<file path="src/sv/sbdl_pkg.sv">
// Shared types, constants and helpers for the shell band density lookup.
// Used by every module of the block; depends on nothing else.
package sbdl_pkg;

	localparam int MAX_SHELLS = 32;
	localparam int IDX_W = (MAX_SHELLS > 1) ? $clog2(MAX_SHELLS) : 1;
	localparam int CNT_W = $clog2(MAX_SHELLS + 1);

	localparam int QUEUE_DEPTH = 2;
	localparam int QPTR_W = (QUEUE_DEPTH > 1) ? $clog2(QUEUE_DEPTH) : 1;
	localparam int QCNT_W = $clog2(QUEUE_DEPTH + 1);

	localparam int MAG_W = 48;
	localparam int HALF_W = MAG_W / 2;
	localparam int PROD_W = 2 * HALF_W;
	localparam int MUL_STEPS = 9;
	localparam int ROOT_STEPS = 32;
	localparam logic [63:0] ROOT_BIT0 = 64'd1 << 62;

	typedef enum logic {
		REQ_SHELL = 1'b0,
		REQ_QUERY = 1'b1
	} req_kind_t;

	typedef enum logic [1:0] {
		SH_NONE,
		SH_CROSS,
		SH_HIGH
	} shift_code_t;

	typedef enum logic [2:0] {
		ST_IDLE,
		ST_MUL,
		ST_ROOT,
		ST_SCAN,
		ST_DONE
	} state_t;

	typedef struct packed {
		logic signed [63:0] inner;
		logic signed [63:0] outer;
		logic signed [31:0] dens;
	} shell_t;

	typedef struct packed {
		req_kind_t kind;
		logic [MAG_W-1:0] mag_x;
		logic [MAG_W-1:0] mag_y;
		logic [MAG_W-1:0] mag_z;
		shell_t shell;
	} item_t;

	// Integer part of the magnitude of a signed Q48.16 value.
	function automatic logic [MAG_W-1:0] int_mag(input logic [63:0] v);
		logic [63:0] m;
		m = v[63] ? (64'd0 - v) : v;
		return m[63:16];
	endfunction

	// Places a partial product at its weight in the 64-bit sum of squares.
	function automatic logic [63:0] place_prod(input logic [PROD_W-1:0] p,
			input shift_code_t sh);
		logic [63:0] w;
		w = 64'(p);
		case (sh)
			SH_NONE: return w;
			SH_CROSS: return w << (HALF_W + 1);
			SH_HIGH: return w << (2 * HALF_W);
			default: return 64'd0;
		endcase
	endfunction

endpackage

</file>
<file path="src/sv/sbdl_front.sv">
// Front end: accepts stream transactions, classifies them and takes the
// integer magnitudes of query coordinates. Depends on sbdl_pkg.
module sbdl_front (
	input  logic                 clk,
	input  logic                 arst_n,
	input  logic                 s_tvalid,
	output logic                 s_tready,
	input  logic [351:0]         s_tdata,
	input  logic [0:0]           s_tuser,
	output logic                 push,
	output sbdl_pkg::item_t      push_data,
	input  logic                 full
);

	logic            valid_s1;
	sbdl_pkg::item_t item_s1;
	sbdl_pkg::item_t item_in;
	logic            accept;

	assign s_tready = !valid_s1 || !full;
	assign accept = s_tvalid && s_tready;
	assign push = valid_s1;
	assign push_data = item_s1;

	always_comb begin
		item_in.kind = sbdl_pkg::req_kind_t'(s_tuser[0]);
		item_in.mag_x = sbdl_pkg::int_mag(s_tdata[63:0]);
		item_in.mag_y = sbdl_pkg::int_mag(s_tdata[127:64]);
		item_in.mag_z = sbdl_pkg::int_mag(s_tdata[191:128]);
		item_in.shell.inner = s_tdata[255:192];
		item_in.shell.outer = s_tdata[319:256];
		item_in.shell.dens = s_tdata[351:320];
	end

	always_ff @(posedge clk or negedge arst_n) begin
		if (!arst_n) begin
			valid_s1 <= 1'b0;
		end else if (accept) begin
			valid_s1 <= 1'b1;
		end else if (!full) begin
			valid_s1 <= 1'b0;
		end
	end

	always_ff @(posedge clk) begin
		if (accept) begin
			item_s1 <= item_in;
		end
	end

endmodule

</file>
<file path="config.mk">
export PLATFORM = sky130hd
export DESIGN_NAME = sbdl_front
export DESIGN_NICKNAME = d
export VERILOG_FILES = /design/src/sv/sbdl_pkg.sv /design/src/sv/sbdl_front.sv
export SDC_FILE = /design/constraint.sdc
export NUM_CORES = 1
export LEC_CHECK = 0
export BUFFER_PORTS_ARGS = -buffer_cell sky130_fd_sc_hd__clkbuf_2
export CAP_MARGIN = 20
export CORE_AREA = 2 2 259 261
export DETAILED_ROUTE_END_ITERATION = 8
export DIE_AREA = 0 0 261 263
export HOLD_SLACK_MARGIN = 0.06
export PLACE_DENSITY = 0.44
export SLEW_MARGIN = 20
export SYNTH_ARGS = -nofsm -noshare
export SYNTH_HDL_FRONTEND = slang
export SYNTH_SLANG_ARGS = --single-unit
</file>
<file path="constraint.sdc">
create_clock -name clk -period 17.8 [get_ports clk]
set_clock_uncertainty 0.05 [all_clocks]
set_input_delay 0 -clock clk [delete_from_list [all_inputs] [get_ports clk]]
set_output_delay 0 -clock clk [all_outputs]
set_load 0.005 [all_outputs]
</file>
==> results.tsv <==
metric	value	unit
endpoints failing setup	0	
top_reg_cell synth	edfxtp_1	
post-synthesis sequential area ratio	75.5	%
max-cap check violation count	0	
Non-Filler Instances	2717	
Routed WL	47200	microns
Root Buffer	clkbuf_16	
highest cell delay on the worst timing path	0.93	ns
Power, Total	1.89	mW
row count	94	
startpoint types	register	
RD Place Congestion	0.927	
Fillers	6585	
die width	261	microns
GRT overflow	0	
Max-slew headroom	29.7	%
share of layout cells above drive strength 1	39.8	%
Core Area	65600	sq um
syn nets	1095	
CP max FO	77	
Leak	8.63	nW
pre-CTS setup slack	13.83	ns
detailed-route wire length per cell	17.4	microns
final hold violations	0	
Clock transition at path regs	0.06	ns
Sinks on Clock Net	306	
vias in the first global route	11300	
TritonCTS clock tree	done	
post-route DRC violation count	0	
post-CTS setup buffers	0	
HPWL Detailed	35500	microns
clk_lat worst skew	0.54	ns
synth unique cells	34	
PwrDens	87.1	nW/um^2
H-Tree Depth	2	
critical path class	reg -> reg	
height of the chip	263	microns
DR pass1 iterations	6	
Via density	3.97	
FF+latch count, synth	306	
CP Cell Sequence	nand2_1, and2_4, buf_4, buf_4, buf_4	
synthesized area	12200	sq um
dpl cells	2249	
first-pass GRT wire length	68000	microns
number of port buffers	663	
PnR worst setup slack	13.85	ns
CTS Buf Count	37	
Final ANT Viol Nets	0	
RSZ-0062 raised after global routing	no	
All-Layer GR Usage	13.1	%
Initial Util	18.5	%
clk buf depth	3	
Post-synth EDFFs	305	
fmax	253	MHz
Final Cycle Share	22.2	%
Max IR drop VDD	0.0492	mV
Synth async-reset ratio	0.327	%
Via Count	10800	
synthesized instance count	738	
run status	completed	
Worst-Margin Slew	1.05	ns
Slew Viols, Final	0	
largest net degree at the start of global routing	78	
critical path arrival	4.06	ns
WP data required	17.91	ns
Crit. End Element	register	
Final Net Count	2182	
Avg Cell Area, Syn	16.5	sq um
Setup TNS	0	ns
synth warn	0	
Crit-path slowest cell	buf_4	
CTS-repair resized insts	0	
DRT iter0 DRCs	641	
cts hold-fix bufs	401	
cell mode on critical path	buf_4	
I/O pin total	664	
initial antenna violation count	5	
die area	68600	sq um
HP Class	in -> reg	
Final min period	3.95	ns
Area growth syn-to-layout	78.6	%
-- synthesized netlist by cell type, drive strengths merged, types with 2 or more instances --
cell	number	area share, %
nor2	11	0.34
o41ai	19	1.4
edfxtp	305	75
nor3	9	0.37
or4	21	1.4
or2	7	0.36
xnor2	141	10
nor4	20	1.0
nand3	5	0.21
nand2	47	1.5
or3	24	1.2
buf	2	0.13
nand4	3	0.15
o31ai	34	2.4
clkbuf	18	0.56
nand2b	8	0.41
o21ai	55	2.3
or4b	2	0.16
-- placed cells by master, fill, tap and decap left out, types with 2 or more instances in the layout --
cell type,synthesis,layout
nand2b_1,8,8
nor2_1,11,11
o21ai_1,2,2
buf_4,0,4
o31ai_1,29,29
edfxtp_1,305,305
clkbuf_2,0,663
xnor2_1,141,141
dlygate4sd3_1,0,401
or4_4,4,4
clkinv_2,0,5
o31ai_2,4,4
clkinv_8,0,2
clkinv_1,0,6
or2_2,5,5
nand3_1,5,5
nor3_1,9,9
o21ai_0,53,53
clkbuf_16,0,37
or3_1,24,24
nand2_1,47,47
nand4_1,3,3
nor4_1,20,20
inv_6,0,2
clkbuf_1,18,7
or4_1,17,17
o41ai_1,18,18
bufinv_16,0,4
diode_2,0,2
-- metrics by stage --
step	hold WS [ns]	util, %	instance area [sq um]
final	0.120	33.1	21700
after floorplan	-0.346	-	12200
after CTS	0.0656	33.1	21700
after global placement	-0.258	25.2	16500
after detailed placement	-0.261	25.2	16500
after global routing	0.0936	33.1	21700
-- area by class of cell --
class | count | area, sq um | area share [%]
well taps | 864 | 1080 | 4.98
flip-flops and latches | 306 | 9180 | 42.3
clock buffers | 45 | 966 | 4.45
clock inverters | 20 | 226 | 1.04
repair buffers | 1068 | 7360 | 33.9
diodes | 2 | 5.00 | 0.0230
multi-input cells | 412 | 2890 | 13.3
-- sequential cells by signal (all words and copies together), names as in the netlist --
| name | flops |
|---|---|
| push | 1 |
| push_data | 305 |
-- metal layers --
| layer | vias up | track usage (%) | routed length, microns |
|---|---|---|---|
| li1 | 5061 | - | - |
| met1 | 5172 | 15.3 | 18900 |
| met2 | 460 | 22.8 | 23300 |
| met3 | 92 | 3.11 | 3290 |
| met4 | 0 | 5.47 | 1730 |
| met5 | - | 0 | 0 |
-- power by group --
group          switching, mW  total (mW)  internal [mW]
clock                  0.307       0.754          0.446
sequential            0.0153       0.869          0.853
combinational          0.118       0.270          0.152
-- worst paths after layout --
path | slack, ns | end | cells past startpoint | startpoint
worst min-delay path | 0.12 | push_data[20] | 2 | s_tdata[340]
worst max-delay path | 13.85 | push_data[242] | 5 | push
worst max register to register | 13.85 | push_data[242] | 5 | push
max in group asynchronous | 17.31 | push | 3 | arst_n
min in group asynchronous | 0.27 | push | 3 | arst_n
worst min register to register | 0.89 | push_data[4] | 2 | push
-- critical path, delay by kind of cell, from the launching register on --
family	cells	cell delay [ns]
DFF	1	0.38
and+or+nand+nor	2	0.51
buffers and inverters	3	2.43
-- cell families after synthesis --
family | count (synthesis) | share of synthesized area, %
DFF | 306 | 75.5
AOI/OAI and AO/OA | 108 | 6.07
xor gates and xnor gates | 141 | 10.2
buffers and inverters | 20 | 0.689
and+or+nand+nor | 163 | 7.54
(Power assumes the default switching activity.)
