===== config.mk =====
export PLATFORM = sky130hd
export DESIGN_NAME = sbdl_queue
export DESIGN_NICKNAME = d
export VERILOG_FILES = /design/src/sv/sbdl_pkg.sv /design/src/sv/sbdl_queue.sv
export SDC_FILE = /design/constraint.sdc
export NUM_CORES = 1
export LEC_CHECK = 0
export CORE_AREA = 10 10 232 234
export CTS_CLUSTER_SIZE = 24
export DETAILED_ROUTE_END_ITERATION = 8
export DIE_AREA = 0 0 242 244
export DONT_BUFFER_PORTS = 1
export GPL_ROUTABILITY_DRIVEN = 0
export SLEW_MARGIN = 5
export SYNTH_ARGS = -nofsm -noshare
export SYNTH_HDL_FRONTEND = slang
export SYNTH_SLANG_ARGS = --single-unit

===== constraint.sdc =====
create_clock -name clk -period 23.4 [get_ports clk]
set_input_delay 1.17 -clock clk [delete_from_list [all_inputs] [get_ports clk]]
set_output_delay 1.17 -clock clk [all_outputs]
set_load 0.05 [all_outputs]

===== src/sv/sbdl_pkg.sv =====
// Shared types, constants and helpers for the shell band density lookup.
// Used by every module of the block; depends on nothing else.
package sbdl_pkg;

	localparam int MAX_SHELLS = 32;
	localparam int IDX_W = (MAX_SHELLS > 1) ? $clog2(MAX_SHELLS) : 1;
	localparam int CNT_W = $clog2(MAX_SHELLS + 1);

	localparam int QUEUE_DEPTH = 2;
	localparam int QPTR_W = (QUEUE_DEPTH > 1) ? $clog2(QUEUE_DEPTH) : 1;
	localparam int QCNT_W = $clog2(QUEUE_DEPTH + 1);

	localparam int MAG_W = 48;
	localparam int HALF_W = MAG_W / 2;
	localparam int PROD_W = 2 * HALF_W;
	localparam int MUL_STEPS = 9;
	localparam int ROOT_STEPS = 32;
	localparam logic [63:0] ROOT_BIT0 = 64'd1 << 62;

	typedef enum logic {
		REQ_SHELL = 1'b0,
		REQ_QUERY = 1'b1
	} req_kind_t;

	typedef enum logic [1:0] {
		SH_NONE,
		SH_CROSS,
		SH_HIGH
	} shift_code_t;

	typedef enum logic [2:0] {
		ST_IDLE,
		ST_MUL,
		ST_ROOT,
		ST_SCAN,
		ST_DONE
	} state_t;

	typedef struct packed {
		logic signed [63:0] inner;
		logic signed [63:0] outer;
		logic signed [31:0] dens;
	} shell_t;

	typedef struct packed {
		req_kind_t kind;
		logic [MAG_W-1:0] mag_x;
		logic [MAG_W-1:0] mag_y;
		logic [MAG_W-1:0] mag_z;
		shell_t shell;
	} item_t;

	// Integer part of the magnitude of a signed Q48.16 value.
	function automatic logic [MAG_W-1:0] int_mag(input logic [63:0] v);
		logic [63:0] m;
		m = v[63] ? (64'd0 - v) : v;
		return m[63:16];
	endfunction

	// Places a partial product at its weight in the 64-bit sum of squares.
	function automatic logic [63:0] place_prod(input logic [PROD_W-1:0] p,
			input shift_code_t sh);
		logic [63:0] w;
		w = 64'(p);
		case (sh)
			SH_NONE: return w;
			SH_CROSS: return w << (HALF_W + 1);
			SH_HIGH: return w << (2 * HALF_W);
			default: return 64'd0;
		endcase
	endfunction

endpackage


===== src/sv/sbdl_queue.sv =====
// Short queue between the front end and the back end.
// Depends on sbdl_pkg for the item type and depth.
module sbdl_queue (
	input  logic                 clk,
	input  logic                 arst_n,
	input  logic                 push,
	input  sbdl_pkg::item_t      push_data,
	output logic                 full,
	input  logic                 pop,
	output sbdl_pkg::item_t      pop_data,
	output logic                 empty
);

	sbdl_pkg::item_t                  slot_q [sbdl_pkg::QUEUE_DEPTH];
	logic [sbdl_pkg::QPTR_W-1:0]      wr_ptr_q;
	logic [sbdl_pkg::QPTR_W-1:0]      rd_ptr_q;
	logic [sbdl_pkg::QCNT_W-1:0]      cnt_q;
	logic                             do_push;
	logic                             do_pop;

	assign full = (cnt_q == sbdl_pkg::QCNT_W'(sbdl_pkg::QUEUE_DEPTH));
	assign empty = (cnt_q == '0);
	assign do_push = push && !full;
	assign do_pop = pop && !empty;
	assign pop_data = slot_q[rd_ptr_q];

	function automatic logic [sbdl_pkg::QPTR_W-1:0] next_ptr(
			input logic [sbdl_pkg::QPTR_W-1:0] p);
		if (p == sbdl_pkg::QPTR_W'(sbdl_pkg::QUEUE_DEPTH - 1)) begin
			return '0;
		end
		return p + 1'b1;
	endfunction

	always_ff @(posedge clk or negedge arst_n) begin
		if (!arst_n) begin
			wr_ptr_q <= '0;
			rd_ptr_q <= '0;
			cnt_q <= '0;
		end else begin
			if (do_push) begin
				wr_ptr_q <= next_ptr(wr_ptr_q);
			end
			if (do_pop) begin
				rd_ptr_q <= next_ptr(rd_ptr_q);
			end
			if (do_push && !do_pop) begin
				cnt_q <= cnt_q + 1'b1;
			end else if (do_pop && !do_push) begin
				cnt_q <= cnt_q - 1'b1;
			end
		end
	end

	always_ff @(posedge clk) begin
		if (do_push) begin
			slot_q[wr_ptr_q] <= push_data;
		end
	end

endmodule


==> impl_metrics.ini, run 1 <==
[sta]
finalCriticalPeriod_ns = 5.38
slew_viol_final = 0
max_freq_mhz = 186
timing.slew.headroom_pct = 23.2
setup_violations = 0
fin_crit_sh_pct = 23.0
holdWs_ns = 0.263
setup_tns_ns = 0
worst_pin_slew_ns = 1.15
rsz0062_at_grt = no
final_hold_viol_count = 0
clock_skew_ns = 0.00971

[critical_path]
r2r_end = slot_q[0][198]$_DFFE_PP_
cp.arrival_ns = 4.21
worst_path_max_delay_cell = dfrtp_4
cpMostUsedCell = buf_4
reg2reg_depth = 5
r2r_slack_ns = 19.67
crit_buf_inv = 2
endpoint_kind = primary output
worstPathCellList = buf_4 -> buf_4 -> mux2_4
required_ns = 22.23
cp_max_fo = 68
cp.depth = 3
max_stage_delay_ns = 1.12
regToRegStartpoint = cnt_q[0]$_DFFE_PN0P_
cp-start-kind = register
setup.worst_path.class = register to primary output
path_delay_family = buffers and inverters

[layout]
final_nets = 1317
nFillCells = 3879
multiInputGateArea_mm2 = 0.00444
syn_to_final_growth_pct = 10.7
seqCellArea_mm2 = 0.0184
drive_gt1_share_pct = 38.6
final_cells = 1728

[floorplan]
core_area_mm2 = 0.0495
boundaryPins = 616
die_x_um = 242
rows = 82
dieArea_mm2 = 0.0590
initial_utilization_pct = 46.9
die_height_um = 244

[synthesis]
synth_top_area_share_pct = 79.0
synth_edf_count = 610
synth_ff_type = edfxtp_1
ys_seq_area_share_pct = 79.4
synth_warnings = 0
yosys.area.top_type = edfxtp_1
syn_area_per_cell_um2 = 24.0
synth_cell_types = 15
synth_cells = 968
ys_top_cells_by_area = edfxtp_1 (79%), mux2_4 (16%), mux2_2 (3.2%)
yosys-top-cells-count = edfxtp_1 (610), mux2_4 (240), mux2_2 (65), buf_6 (28), buf_2 (6)
ys_ff_latch = 614
synth_most_common_cell = edfxtp_1
async_flop_share_pct = 0.651
synth_area_mm2 = 0.0232
synth_nets = 1278

[detailed_routing]
ant_nets = 0
routed_via_density = 5.30
finalWirelength_mm = 53.7
routed-via-count = 9167
wl_per_cell_um = 31.1
post-route-drc-count = 0
drtIter0Drc = 720
dr.pass1.iters = 4

[global_route]
grt_pass1_wl_mm = 73.4
grt-ovfl-total = 0
grt_pass1_vias = 9509
grt_use_total_pct = 17.3
grt_max_degree = 142
antenna_found_initial = 7

[clock_network]
htree_levels = 2
cts_tree = yes
clock_latency_ns = 0.60
hold_buffers = 0
postCtsSetupBuffers = 0
clockBufferDepth = 3
root_buffer = clkbuf_16
numCtsBuffers = 61
clkTransAtPathRegs_ns = 0.06
cts_resized = 0
numClockSinks = 614

[power_and_ir_drop]
p_leak_nw = 8.97
peakVddDrop_mv = 0.113
p_total_mw = 4.21
p_per_area_mw_per_mm2 = 164

[run_status]
status = finished, final reports clean

[placement]
port_buffers = 0
dp.cells = 1616
dp_hpwl_mm = 38.6

[run]
max_cap_viol_count = 0

[hold_path]
hold_path.class = input port to async pin
[state kept, by name (all words and copies together) (netlist names)]
signal    flops
wr_ptr_q      1
slot_q      610
rd_ptr_q      1
cnt_q         2
[worst register-to-register path: stages, from the launching register on]
cell and delay, ns:
dfrtp_1 0.42, nand2b_1 0.23, nand2_1 0.18, nor2_4 0.67, buf_4 0.81, buf_4 0.92
[per-stage QoR]
step	area, µm²	util, %	worst slack [ns]
CTS	25700	51.9	17.99
finish	25700	51.9	18.02
floorplan	23200	-	8.54
global placement	23800	48.1	18.70
detailed placement	23800	48.1	18.66
global route	25700	51.9	17.81
[worst max-delay path by stage]
stage	start	endpoint	slack [ns]
floorplan	push	slot_q[0][0]$_DFFE_PP_	8.54
global placement	rd_ptr_q$_DFFE_PN0P_	pop_data[49]	18.70
detailed placement	rd_ptr_q$_DFFE_PN0P_	pop_data[198]	18.66
CTS	rd_ptr_q$_DFFE_PN0P_	pop_data[198]	17.99
global route	rd_ptr_q$_DFFE_PN0P_	pop_data[122]	17.81
finish	rd_ptr_q$_DFFE_PN0P_	pop_data[121]	18.02
[area by class of cell]
cell class,count,area share [%]
clock inverter,38,1.02
timing repair buffer,10,0.390
tap,672,3.27
clock buffer,72,6.27
sequential,614,71.7
inverter,2,0.0292
antenna,2,0.0195
multi-input combinational,318,17.3
[cells by family (layout without fill, tap and decap cells)]
family          count (synthesis)  in the layout  synth area share [%]
other cells                     0              2                     0
xor+xnor                        5              5                 0.189
compound gates                  1              1                0.0216
buf+inv                        36            122                  1.52
fa+ha+maj                       1              1                0.0539
flops                         614            614                  79.4
simple gates                    6              6                 0.119
mux                           305            305                  18.7
[layout by cell type (no fill, tap or decap), drive strengths merged, types with 3 or more instances in the layout]
master and instances:
xnor2 3, dfrtp 4, nor2 3, buf 10
mux2 305, clkbuf 72, inv 7, edfxtp 610
clkinvlp 4, clkinv 27
[power breakdown]
part / internal, mW / switching [mW]
clock: 0.512 / 0.394
combinational: 0.429 / 1.28
sequential: 1.51 / 0.0902
total: 2.45 / 1.76
[metal layers]
metal	share of wire, %	up-vias	wire [µm]	track usage [%]
li1	-	3936	-	-
met1	31	4738	16900	16.4
met2	52	398	28100	30.2
met3	13	85	7210	10.7
met4	2.7	10	1440	5.71
met5	0.14	-	75	0
No activity file was read; power rests on OpenSTA's default activity.
==> inputs of run 2 (changes only) <==
clock period = 4.36 ns   (was 23.4 ns; I/O delays follow)
==> run 2 against run 1 <==
Die area did not move. Utilization rose by 6.6 points. Clock power rose to 5.4 times the previous value. Count of clock-buffer cells in the layout did not move. Power rose to 5.5 times the previous value. Non-clock buffer count rose by 318. Clock skew rose by 0.0062 ns. First-iteration DRC count fell by 0.14%. Critical path type unchanged. Critical endpoint is now pop_data[289]. Largest cell class unchanged.
==> impl_metrics.ini, run 2 (synthesis gave the netlist of run 1 again) <==
[global_route]
antenna_found_initial = 10
grt_pass1_wl_mm = 79.4
grt_use_total_pct = 18.2
grt_max_degree = 87
grt-ovfl-total = 0
grt_pass1_vias = 11080

[clock_network]
numClockSinks = 614
clkTransAtPathRegs_ns = 0.06
numCtsBuffers = 61
postCtsSetupBuffers = 0
clockBufferDepth = 3
htree_levels = 2
clock_latency_ns = 0.60
root_buffer = clkbuf_16
cts_tree = yes

[critical_path]
cp-start-kind = register
path_delay_family = flip-flops
endpoint_kind = primary output
max_stage_delay_ns = 0.95
r2r_end = slot_q[0][197]$_DFFE_PP_
crit_buf_inv = 1
setup.worst_path.class = register to primary output
reg2reg_depth = 4
cp.arrival_ns = 2.60
regToRegStartpoint = cnt_q[0]$_DFFE_PN0P_
worstPathCellList = buf_4 -> mux2_2
required_ns = 4.14
cp_max_fo = 43
worst_path_max_delay_cell = dfrtp_4
r2r_slack_ns = 1.94

[floorplan]
die_x_um = 242
core_area_mm2 = 0.0495
die_height_um = 244
dieArea_mm2 = 0.0590
initial_utilization_pct = 46.9
boundaryPins = 616
rows = 82

[layout]
top_register = slot_q
final_nets = 1635
top_regs = slot_q x610, cnt_q x2
syn_to_final_growth_pct = 24.8
drive_gt1_share_pct = 30.1
largest_register_ffs = 610
layout_commonest_cell = edfxtp_1
final_cell_mix = edfxtp_1 (610), dlygate4sd3_1 (309), mux2_4 (240), mux2_2 (65), clkbuf_16 (61)

[sta]
slew_viol_final = 0
holdWs_ns = 0.269
timing.slew.headroom_pct = 23.3
final_hold_viol_count = 0
fin_crit_sh_pct = 64.7
finalCriticalPeriod_ns = 2.82
rsz0062_at_grt = no
setup_violations = 0
clock_skew_ns = 0.0159
worst_pin_slew_ns = 1.15
max_freq_mhz = 355

[detailed_routing]
ant_nets = 0
drtIter0Drc = 719
post-route-drc-count = 0
routed-via-count = 10466
routed_via_density = 5.11
dr.pass1.iters = 4
wl_per_cell_um = 27.3
finalWirelength_mm = 55.9

[power_and_ir_drop]
p_leak_nw = 10.3
swShare_pct = 41.9
switchingPower_mw = 9.67
p_per_area_mw_per_mm2 = 797
combinationalPowerShare_pct = 42.2
p_total_mw = 23.1
clkPwrFrac_pct = 21.1
internal-power_mw = 13.4
seq_power_share_pct = 36.7
peakVddDrop_mv = 0.481

[placement]
port_buffers = 0
dp_hpwl_mm = 38.3

[hold_path]
min_to = slot_q[0][209]$_DFFE_PP_
hold_path.class = input port to register
hold_depth = 1
hold_path.startpoint = push_data[209]

[run_status]
status = finished, final reports clean

[run]
max_cap_viol_count = 0
==> run 2: layout make-up <==
cell class / count / area, µm²
multi-input combinational: 318 / 4450
timing repair buffer: 328 / 3360
sequential: 614 / 18400
tap: 672 / 841
fill: 3601 / 20500
clock buffer: 72 / 1570
clock inverter: 37 / 284
inverter: 2 / 7.51
antenna: 6 / 15.0
==> run 2: repair_timing <==
action / CTS / global route
gates resized for setup: 0 / 0
hold buffers: 309 / 0
endpoints found under the hold margin: 617 / 0
setup endpoints to repair: 0 / 0
==> run 2: power by group through the flow <==
| stage | clock network [mW] | logic (mW) | registers [mW] |
|---|---|---|---|
| 4_1_cts | 4.99 | 9.88 | 8.46 |
| 6_report | 4.87 | 9.75 | 8.46 |
| 3_3_place_gp | 0 | 9.59 | 8.52 |
| 2_1_floorplan | 0 | 8.44 | 8.63 |
| 3_5_place_dp | 0 | 9.58 | 8.58 |
| 5_1_grt | 5.22 | 10.0 | 8.58 |
==> run 2: layer usage <==
layer  share of wire (%)  up-vias  wire [µm]  global-route usage [%]
li1                    -     4583          -                       -
met1                  36     5375      20000                    20.0
met2                  53      406      29400                    31.8
met3                 8.6       94       4800                    6.93
met4                 2.8        8       1550                    6.25
met5               0.095        -         53                       0
==> run 2: worst max path at each step <==
stage / start / end / slack [ns] / depth (start not counted)
3_5_place_dp: cnt_q[0]$_DFFE_PN0P_ / slot_q[0][109]$_DFFE_PP_ / 1.92 / 4
6_report: rd_ptr_q$_DFFE_PN0P_ / pop_data[289] / 1.54 / 2
2_1_floorplan: cnt_q[0]$_DFFE_PN0P_ / slot_q[0][0]$_DFFE_PP_ / -1.18 / 3
4_1_cts: rd_ptr_q$_DFFE_PN0P_ / pop_data[289] / 1.46 / 2
5_1_grt: rd_ptr_q$_DFFE_PN0P_ / pop_data[289] / 1.41 / 2
3_3_place_gp: cnt_q[0]$_DFFE_PN0P_ / slot_q[0][109]$_DFFE_PP_ / 1.97 / 4
==> run 2: through the flow <==
step	instance area (µm²)	setup WS (ns)	instances	utilization (%)	setup TNS, ns
after floorplan	23200	-1.18	968	-	-472.15
after global placement	24000	1.97	1625	48.5	0
after detailed placement	24000	1.92	1625	48.5	0
after CTS	28900	1.46	2043	58.5	0
after global routing	28900	1.41	2049	58.5	0
final	28900	1.54	2049	58.5	0
==> run 2: worst register-to-register path, stage by stage (launching register included) <==
cell      delay (ns)
dfrtp_1         0.44
nand2b_4        0.19
nand2_4         0.06
nor2_4          0.88
buf_4           0.51
==> inputs of run 3 (changes only) <==
CORE_AREA = 10 10 234 236   (was 10 10 232 234)
DIE_AREA = 0 0 244 246   (was 0 0 242 244)
clock period = 2.8 ns   (was 4.36 ns; I/O delays follow)
==> run 3 against run 2 <==
Register-to-register slack got worse by 1.1 ns. Critical path depth is the same. Via count decreased by 0.20%. Clock power is 52% higher. Sequential share of layout area decreased by 0.34 points. Global-route usage about the same. Power is 56% higher. Worst hold slack worse by 0.21 ns. Largest cell class unchanged. Largest power group unchanged.
==> impl_metrics.ini, run 3 (synthesis gave the netlist of run 1 again) <==
[detailed_routing]
wl_met3_mm = 5.44
dr.pass1.iters = 4
wl_per_cell_um = 27.5
finalWirelength_mm = 56.7
routed_via_density = 5.07
drtIter0Drc = 637
post-route-drc-count = 0
highest_layer = met5
wl_met1_mm = 20.1
routed-via-count = 10445
ant_nets = 0
wl_met2_mm = 29.8

[sta]
finalCriticalPeriod_ns = 2.44
clock_skew_ns = 0.0246
final_hold_viol_count = 0
timing.slew.headroom_pct = 47.2
setup_violations = 0
worst_pin_slew_ns = 0.792
rsz0062_at_grt = no
setup_tns_ns = 0
max_freq_mhz = 411
slew_viol_final = 0
fin_crit_sh_pct = 87.0

[power_and_ir_drop]
p_total_mw = 36.1
peakVddDrop_mv = 0.844
p_leak_nw = 10.4
p_per_area_mw_per_mm2 = 1240

[clock_network]
cts_tree = yes
htree_levels = 2
numClockSinks = 614
clock_latency_ns = 0.60
clockBufferDepth = 3
numCtsBuffers = 61
cts_resized = 0
root_buffer = clkbuf_16
clkTransAtPathRegs_ns = 0.06

[layout]
nFillCells = 3642
top_regs = slot_q x610, cnt_q x2
seqCellArea_mm2 = 0.0184
final_nets = 1654
drive_gt1_share_pct = 30.4
final_cell_mix = edfxtp_1 (610), dlygate4sd3_1 (309), mux2_4 (240), mux2_2 (65), clkbuf_16 (61)
layout_commonest_cell = edfxtp_1
stdcell_area_mm2 = 0.0291
largest_register_ffs = 610
syn_to_final_growth_pct = 25.5
top_register = slot_q
multiInputGateArea_mm2 = 0.00445

[placement]
dp_hpwl_mm = 40.2
placed_area_mm2 = 0.0242
port_buffers = 0

[floorplan]
die_height_um = 246
die_x_um = 244
dieArea_mm2 = 0.0600
boundaryPins = 616
core_area_mm2 = 0.0499
initial_utilization_pct = 46.5
rows = 82

[run_status]
status = finished, final reports clean

[run]
max_cap_viol_count = 0

[global_route]
grt_use_total_pct = 18.2
grt_pass1_wl_mm = 80.8
grt_pass1_vias = 11247
grt-ovfl-total = 0
grt_max_degree = 125
antenna_found_initial = 7

[critical_path]
cp.arrival_ns = 2.30
required_ns = 2.66
setup.worst_path.class = register to primary output
endpoint_kind = primary output
cp_max_fo = 27
cp-start-kind = register

[hold_path]
hold_path.class = input port to register
-- run 3: cell types whose count changed in the layout (fill, tap and decap cells not counted), moves of 2 or more --
cell and delta:
clkinv_1 -5, buf_12 +7, clkbuf_1 +10, clkbuf_8 +2
clkinvlp_4 -3, buf_4 +12, diode_2 -2, clkinv_2 -8
bufinv_16 -2
-- run 3: where the power goes --
group | internal, mW | switching (mW) | leakage, nW
sequential | 12.6 | 0.564 | 5.71
clock | 4.21 | 3.19 | 0.868
combinational | 4.24 | 11.3 | 3.84
total | 21.0 | 15.1 | 10.4
-- run 3: stage by stage --
| step | std cells | hold WS [ns] | setup slack (ns) | util (%) |
|---|---|---|---|---|
| floorplan | 968 | -0.156 | -2.74 | - |
| global placement | 1644 | -0.155 | 0.900 | 48.6 |
| detailed placement | 1644 | -0.155 | 0.859 | 48.6 |
| CTS | 2057 | 0.0341 | 0.290 | 58.3 |
| global route | 2060 | 0.0514 | 0.263 | 58.4 |
| finish | 2061 | 0.0555 | 0.365 | 58.4 |
-- run 3: what timing repair did --
item                                   CTS  global route
endpoints found under the hold margin  638             0
buffers inserted                         0             0
hold buffers                           309             0
-- run 3: path summary, 6_finish.rpt --
path | start | end | slack (ns) | cells after the start
worst max-delay path | rd_ptr_q$_DFFE_PN0P_ | pop_data[293] | 0.36 | 2
worst max register to register | cnt_q[0]$_DFFE_PN0P_ | slot_q[0][199]$_DFFE_PP_ | 0.81 | 5
worst min register to register | wr_ptr_q$_DFFE_PN0P_ | wr_ptr_q$_DFFE_PN0P_ | 0.58 | 1
worst min-delay path | push | slot_q[1][124]$_DFFE_PP_ | 0.06 | 1
min in group asynchronous | arst_n | cnt_q[1]$_DFFE_PN0P_ | 0.40 | 2
max in group asynchronous | arst_n | rd_ptr_q$_DFFE_PN0P_ | 2.16 | 2
-- run 3: final cells by class --
type	instances	share of cell area, %
Timing Repair Buffer	347	12.3
Clock inverter	20	0.512
Tap cell	672	2.89
Antenna cell	4	0.0344
Clock buffer	84	5.61
Multi-Input combinational cell	318	15.3
Sequential cell	614	63.3
Inverter	2	0.0258
-- run 3: worst max-delay path, stage by stage (launching register included) --
cell     delay (ns)
dfrtp_4        0.68
buf_4          0.46
mux2_2         0.53
-- run 3: per-layer routing --
metal	vias to the layer above	GRT usage [%]
li1	4620	-
met1	5299	20.0
met2	443	32.0
met3	77	7.16
met4	6	5.37
met5	-	0
